<file path="config.mk">
export PLATFORM = sky130hd
export DESIGN_NAME = pno_unit
export DESIGN_NICKNAME = d
export VERILOG_FILES = /design/src/rtl/pno_pkg.sv /design/src/rtl/pno_unit.sv
export SDC_FILE = /design/constraint.sdc
export NUM_CORES = 2
export LEC_CHECK = 0
export BUFFER_PORTS_ARGS = -buffer_cell sky130_fd_sc_hd__clkbuf_2
export CAP_MARGIN = 0
export CORE_ASPECT_RATIO = 0.8
export CORE_MARGIN = 1
export CORE_UTILIZATION = 45
export DETAILED_ROUTE_END_ITERATION = 16
export HOLD_SLACK_MARGIN = 0.08
export REMOVE_ABC_BUFFERS = 1
export SYNTH_ARGS = -nofsm -noshare
export SYNTH_HDL_FRONTEND = slang
export SYNTH_SLANG_ARGS = --single-unit
</file>
<file path="constraint.sdc">
create_clock -name aclk -period 23.5 [get_ports aclk]
set_clock_uncertainty 0.1 [all_clocks]
set_input_delay 2.35 -clock aclk [delete_from_list [all_inputs] [get_ports aclk]]
set_output_delay 2.35 -clock aclk [all_outputs]
set_load 0.05 [all_outputs]
</file>
<file path="src/rtl/pno_pkg.sv">
// Shared types and constants for the polyline normal offset block.
// Used by pno_unit and polyline_normal_offset; depends on nothing.
`timescale 1ns / 1ps

package pno_pkg;

    // Default geometry of the fixed-point coordinates
    localparam int COORD_BITS_DEF = 32;
    localparam int FRAC_BITS_DEF  = 16;

    // Half width: 24-bit configuration word held in a 25-bit register; reset value is 1 << FRAC_BITS
    localparam int CFG_W = 24;
    localparam int HW_W  = 25;

    // Magnitudes are scaled below 2^MAG_BITS before squaring
    localparam int MAG_BITS = 31;
    localparam int WIDE_W   = 64;

    // Square root and divider step counts and result widths
    localparam int SQ_STEPS = 32;
    localparam int LEN_W    = 32;
    localparam int QB       = 26;
    localparam int NUM_W    = 57;
    localparam int OW       = QB + 1;
    localparam int CNT_W    = 5;

    // Response from the normal unit to the sequencer
    typedef struct packed {
        logic                 done;
        logic                 degen;
        logic signed [OW-1:0] ox;
        logic signed [OW-1:0] oy;
    } pno_resp_t;

endpackage

</file>
<file path="src/rtl/pno_unit.sv">
// Iterative unit for the scaled unit vector of one direction vector.
// One shared multiplier, a square-root step and a divide step under a sequencer.
// Depends on pno_pkg.
`timescale 1ns / 1ps

module pno_unit #(
    parameter int COORD_BITS = pno_pkg::COORD_BITS_DEF
) (
    input  logic                      aclk,
    input  logic                      aresetn,
    input  logic                      start,
    input  logic signed [COORD_BITS:0] dx,
    input  logic signed [COORD_BITS:0] dy,
    input  logic [pno_pkg::HW_W-1:0]  hw,
    output pno_pkg::pno_resp_t        resp
);

    localparam int MW = COORD_BITS + 1;
    localparam int WW = pno_pkg::WIDE_W;
    localparam int MB = pno_pkg::MAG_BITS;
    localparam int LW = pno_pkg::LEN_W;
    localparam int QB = pno_pkg::QB;
    localparam int NW = pno_pkg::NUM_W;
    localparam int CW = pno_pkg::CNT_W;
    localparam int OW = pno_pkg::OW;

    localparam logic [3:0] U_IDLE  = 4'd0;
    localparam logic [3:0] U_SHIFT = 4'd1;
    localparam logic [3:0] U_SQX   = 4'd2;
    localparam logic [3:0] U_SQY   = 4'd3;
    localparam logic [3:0] U_SUM   = 4'd4;
    localparam logic [3:0] U_SQRT  = 4'd5;
    localparam logic [3:0] U_MULX  = 4'd6;
    localparam logic [3:0] U_LDX   = 4'd7;
    localparam logic [3:0] U_DIV   = 4'd8;
    localparam logic [3:0] U_MULY  = 4'd9;
    localparam logic [3:0] U_LDY   = 4'd10;
    localparam logic [3:0] U_DONE  = 4'd11;

    logic [3:0]          state_reg, state_next;
    logic [CW-1:0]       cnt_reg, cnt_next;
    logic [MW-1:0]       mx_reg, mx_next, my_reg, my_next;
    logic                sx_reg, sx_next, sy_reg, sy_next;
    logic                degen_reg, degen_next;
    logic                which_reg, which_next;
    logic [WW-1:0]       acc_reg, acc_next;
    logic [WW-1:0]       root_reg, root_next;
    logic [WW-1:0]       bit_reg, bit_next;
    logic [2*MB-1:0]     prod_reg;
    logic [LW-1:0]       len_reg, len_next;
    logic [LW-1:0]       rem_reg, rem_next;
    logic [QB-1:0]       qn_reg, qn_next;
    logic [QB-1:0]       qx_reg, qx_next, qy_reg, qy_next;

    logic [WW-1:0]       mx64, my64, rb;
    logic [MB-1:0]       mul_a, mul_b;
    logic [2*MB-1:0]     prod;
    logic [NW-1:0]       num;
    logic [LW:0]         trial;
    logic                ge;
    logic [MW-1:0]       ax, ay;

    assign mx64 = WW'(mx_reg);
    assign my64 = WW'(my_reg);
    assign ax   = dx[COORD_BITS] ? MW'(-dx) : MW'(dx);
    assign ay   = dy[COORD_BITS] ? MW'(-dy) : MW'(dy);

    // Shared multiplier operand select
    always_comb begin
        case (state_reg)
            U_SQY:  begin mul_a = my64[MB-1:0];  mul_b = my64[MB-1:0]; end
            U_MULX: begin mul_a = MB'(hw);       mul_b = mx64[MB-1:0]; end
            U_MULY: begin mul_a = MB'(hw);       mul_b = my64[MB-1:0]; end
            default: begin mul_a = mx64[MB-1:0]; mul_b = mx64[MB-1:0]; end
        endcase
    end
    assign prod = mul_a * mul_b;

    // Square root step and divide step
    assign rb    = root_reg + bit_reg;
    assign num   = prod_reg[NW-1:0] + NW'(len_reg >> 1);
    assign trial = {rem_reg, qn_reg[QB-1]};
    assign ge    = trial >= {1'b0, len_reg};

    // Sequencer
    always_comb begin
        state_next = state_reg;
        cnt_next   = cnt_reg;
        mx_next    = mx_reg;
        my_next    = my_reg;
        sx_next    = sx_reg;
        sy_next    = sy_reg;
        degen_next = degen_reg;
        which_next = which_reg;
        acc_next   = acc_reg;
        root_next  = root_reg;
        bit_next   = bit_reg;
        len_next   = len_reg;
        rem_next   = rem_reg;
        qn_next    = qn_reg;
        qx_next    = qx_reg;
        qy_next    = qy_reg;
        unique case (state_reg)
            U_IDLE: begin
                if (start) begin
                    mx_next    = ax;
                    my_next    = ay;
                    sx_next    = dx[COORD_BITS];
                    sy_next    = dy[COORD_BITS];
                    degen_next = (dx == '0) && (dy == '0);
                    if ((dx == '0) && (dy == '0)) begin
                        qx_next    = '0;
                        qy_next    = '0;
                        state_next = U_DONE;
                    end else begin
                        state_next = U_SHIFT;
                    end
                end
            end
            U_SHIFT: begin
                if ((mx64[WW-1:MB] != '0) || (my64[WW-1:MB] != '0)) begin
                    mx_next = mx_reg >> 1;
                    my_next = my_reg >> 1;
                end else begin
                    state_next = U_SQX;
                end
            end
            U_SQX: state_next = U_SQY;
            U_SQY: begin
                acc_next   = WW'(prod_reg);
                state_next = U_SUM;
            end
            U_SUM: begin
                acc_next   = acc_reg + WW'(prod_reg);
                root_next  = '0;
                bit_next   = WW'(1) << (WW - 2);
                cnt_next   = '0;
                state_next = U_SQRT;
            end
            U_SQRT: begin
                if (acc_reg >= rb) begin
                    acc_next  = acc_reg - rb;
                    root_next = (root_reg >> 1) + bit_reg;
                end else begin
                    root_next = root_reg >> 1;
                end
                bit_next = bit_reg >> 2;
                cnt_next = cnt_reg + 1'b1;
                if (cnt_reg == CW'(pno_pkg::SQ_STEPS - 1)) begin
                    state_next = U_MULX;
                end
            end
            U_MULX: begin
                len_next   = (root_reg[LW-1:0] == '0) ? LW'(1) : root_reg[LW-1:0];
                state_next = U_LDX;
            end
            U_LDX, U_LDY: begin
                rem_next   = LW'(num[NW-1:QB]);
                qn_next    = num[QB-1:0];
                cnt_next   = '0;
                which_next = (state_reg == U_LDY);
                state_next = U_DIV;
            end
            U_DIV: begin
                rem_next = ge ? LW'(trial - {1'b0, len_reg}) : LW'(trial);
                qn_next  = {qn_reg[QB-2:0], ge};
                cnt_next = cnt_reg + 1'b1;
                if (cnt_reg == CW'(QB - 1)) begin
                    if (which_reg) begin
                        qy_next    = {qn_reg[QB-2:0], ge};
                        state_next = U_DONE;
                    end else begin
                        qx_next    = {qn_reg[QB-2:0], ge};
                        state_next = U_MULY;
                    end
                end
            end
            U_MULY: state_next = U_LDY;
            U_DONE: state_next = U_IDLE;
            default: state_next = U_IDLE;
        endcase
    end

    always_ff @(posedge aclk) begin
        if (!aresetn) begin
            state_reg <= U_IDLE;
        end else begin
            state_reg <= state_next;
        end
        cnt_reg   <= cnt_next;
        mx_reg    <= mx_next;
        my_reg    <= my_next;
        sx_reg    <= sx_next;
        sy_reg    <= sy_next;
        degen_reg <= degen_next;
        which_reg <= which_next;
        acc_reg   <= acc_next;
        root_reg  <= root_next;
        bit_reg   <= bit_next;
        len_reg   <= len_next;
        rem_reg   <= rem_next;
        qn_reg    <= qn_next;
        qx_reg    <= qx_next;
        qy_reg    <= qy_next;
        prod_reg  <= prod;
    end

    // Signed offsets
    assign resp.done  = (state_reg == U_DONE);
    assign resp.degen = degen_reg;
    assign resp.ox    = sx_reg ? -$signed({1'b0, qx_reg}) : $signed({1'b0, qx_reg});
    assign resp.oy    = sy_reg ? -$signed({1'b0, qy_reg}) : $signed({1'b0, qy_reg});

`ifndef SYNTHESIS
    // Completion is a single-cycle pulse
    a_done_pulse: assert property (@(posedge aclk) disable iff (!aresetn)
        resp.done |=> !resp.done) else $error("done longer than one cycle");
    // A zero direction gives a zero offset
    a_degen_zero: assert property (@(posedge aclk) disable iff (!aresetn)
        resp.done && resp.degen |-> (resp.ox == '0) && (resp.oy == '0))
        else $error("degenerate direction with nonzero offset");
    // Scaling leaves both magnitudes below the squarer range
    a_scaled: assert property (@(posedge aclk) disable iff (!aresetn)
        state_reg == U_SQX |-> (mx64[WW-1:MB] == '0) && (my64[WW-1:MB] == '0))
        else $error("magnitude not scaled");
`endif

endmodule

</file>
==> summary.txt <==
HPWL Detailed: 171 mm
FMAX: 83.5 MHz
initial antenna violation count: 6
Critical Path Fanout Max: 31
Starting Density: 0.453
FFs w/ async S/R, synth: 0
CTS sink count: 443
outcome: finished, final reports clean
Clk Latency, worst-skew pair: 0.68 ns
Avg Inst Size Synth: 8.79 µm²
die height: 344 µm
count of cells resized by post-cts repair: 0
Post-synth EDFFs: 377
Max-Slew Margin vs Limit: 0.0271
Layout area overhead: 6.31%
Mapped Area: 0.0657 mm²
DRC: 0
Hold Startpoint: qn_reg[4]$_DFFE_PP_
grt ovf: 0
GRT busiest layer: met2
Synth Flop Type: edfxtp_1
grt met3 use: 0.0566
Sequential cell area: 0.0126 mm²
CP Launch Type: flip-flop
NumNets Final: 8,814
via count: 54,800
synth warn: 0
post-DR vias/cell: 5.89
synth unique cells: 78
Placeable Area: 0.145 mm²
sequential area share after synthesis: 0.192
setup slack, reg-to-reg: 11.52 ns
1st-pass router iterations: 5
largest net degree at the start of global routing: 90
flops & latches, synth: 443
share of cells above drive strength 1: 0.0566
Slew Viols, Final: 0
final setup fails: 0
CTS tree: built
port bufs: 149
final worst-path cycle share: 0.510
CP endpoint kind: flip-flop
Routed Antenna Nets: 0
vias in the first global route: 54,100
initial DRC count: 5,477
GPL Wtd Cong: 0.978
Critical Path RT: 23.96 ns
cells after synthesis: 7,478
setup bufs post-CTS: 0
Max Buffers Root-to-Sink: 3
CP max stage cell: a22oi_1
worst r2r src: state_reg[3]$_SDFFE_PN0P_
cell row count: 125
Hold Path Class: flip-flop to flip-flop
CTS Hold Bufs: 0
Top delay family on crit path: adder cells
clk slew on worst S/H paths: 0.06 ns
fill count: 13,800
met1 Track Usage GR: 0.420
Min Clock Period, post-route: 11.98 ns
die area: 0.148 mm²
CP startpoint: state_reg[3]$_SDFFE_PN0P_
cell mode on critical path: fa_1
actual slew at the worst max-slew pin: 1.46 ns
max-cap violation count: 0
global routing usage on met2: 0.437
multi-input logic area: 0.0483 mm²
Routed WL: 219 mm
clock root buffer: clkbuf_16
WP data arrival: 12.44 ns
Buf+Inv Stages, Crit Path: 5
CTS buffer count: 52
first-pass GRT wire length: 331 mm
H-tree depth: 2
worst stage delay on the critical path: 1.14 ns
Die X: 429 µm
final setup TNS: 0 ns
RSZ-0062 raised after global routing: no
final hold violation count: 0
IO Count: 150
overall fraction of global-route tracks in use: 0.294
Worst Hold Margin: 0.476 ns
post-DR wirelength/cell: 23.5 µm
crit path kind: flip-flop to flip-flop
==> cells in the final DEF (no fill, tap or decap), types with 149 or more instances in the layout <==
| cell type | n |
|---|---|
| ha_1 | 519 |
| xor2_1 | 228 |
| a21o_1 | 158 |
| o21ai_0 | 339 |
| nand2_1 | 936 |
| clkbuf_2 | 149 |
| xnor2_1 | 246 |
| a21oi_1 | 339 |
| inv_1 | 923 |
| nor2_1 | 749 |
| edfxtp_1 | 377 |
| fa_1 | 841 |
==> worst reg2reg max path, delay by kind of cell (launching register included) <==
kind / cells / cell delay (ns)
AND/OR/NAND/NOR: 3 / 1.24
XOR/XNOR: 2 / 0.37
buffers and inverters: 5 / 1.41
AO/OA/AOI/OAI: 10 / 3.74
adder cells (fa/ha/maj): 9 / 4.41
flip-flops: 1 / 0.62
==> final timing paths <==
check / to / cells past startpoint
setup / recovery: prod_reg[60]$_DFF_P_ / 29
hold / removal: qy_reg[5]$_DFFE_PP_ / 1
setup reg to reg: prod_reg[60]$_DFF_P_ / 29
hold reg to reg: qy_reg[5]$_DFFE_PP_ / 1
==> synthesized netlist by cell type, types with 23 or more instances <==
cell / count / area share
a211oi_1: 69 / 0.0079
a21o_1: 158 / 0.018
a21oi_1: 341 / 0.026
a22oi_1: 65 / 0.0074
a31oi_1: 84 / 0.0080
and2_1: 124 / 0.012
and3_1: 38 / 0.0036
clkbuf_1: 388 / 0.022
dfxtp_1: 66 / 0.020
edfxtp_1: 377 / 0.17
fa_1: 841 / 0.26
ha_1: 519 / 0.099
inv_1: 925 / 0.053
mux2_2: 28 / 0.0048
mux2i_1: 43 / 0.0065
nand2_1: 936 / 0.053
nand2b_1: 44 / 0.0042
nand3_1: 98 / 0.0075
nand4_1: 84 / 0.0080
nor2_1: 753 / 0.043
nor2b_1: 38 / 0.0036
nor3_1: 73 / 0.0056
nor4_1: 29 / 0.0028
o211ai_1: 23 / 0.0026
o21a_1: 35 / 0.0040
o21ai_0: 340 / 0.026
o21bai_1: 71 / 0.0081
o31ai_1: 48 / 0.0055
o41ai_1: 23 / 0.0031
or3_1: 42 / 0.0040
xnor2_1: 246 / 0.033
xor2_1: 228 / 0.030
==> through the flow <==
stage	instance area, µm²	setup WS, ns	utilization	instances
after global placement	68100	11.93	0.470	9211
final	69900	11.52	0.482	9308
after detailed placement	68100	11.85	0.470	9211
after global routing	69900	11.11	0.482	9306
after CTS	69900	11.77	0.482	9306
after floorplan	64200	12.15	-	7078
==> final cells by class <==
type                       count  area share
clock inverter                40     0.00559
sequential                   443       0.181
timing repair buffer         228      0.0192
clock buffer                  55      0.0191
antenna                        2   0.0000716
inverter                     925      0.0498
multi-input combinational   5710       0.691
tap                         1905      0.0341
==> per-layer routing <==
layer / vias up / share of wire / wire length (µm)
met5: - / 0.00018 / 39
met4: 6 / 0.046 / 10000
met3: 436 / 0.097 / 21100
met2: 2627 / 0.41 / 90700
met1: 26900 / 0.44 / 96800
li1: 24800 / - / -
==> cells by family after synthesis <==
| family | synth area share |
|---|---|
| AOI/OAI and AO/OA | 0.146 |
| buffers and inverters | 0.0759 |
| adders and majority gates | 0.355 |
| muxes | 0.0120 |
| and+or+nand+nor | 0.156 |
| xor gates and xnor gates | 0.0632 |
| DFF | 0.192 |
Power is not shown: default switching activity piles up to over one toggle a cycle in this logic, so the estimate is an artifact.
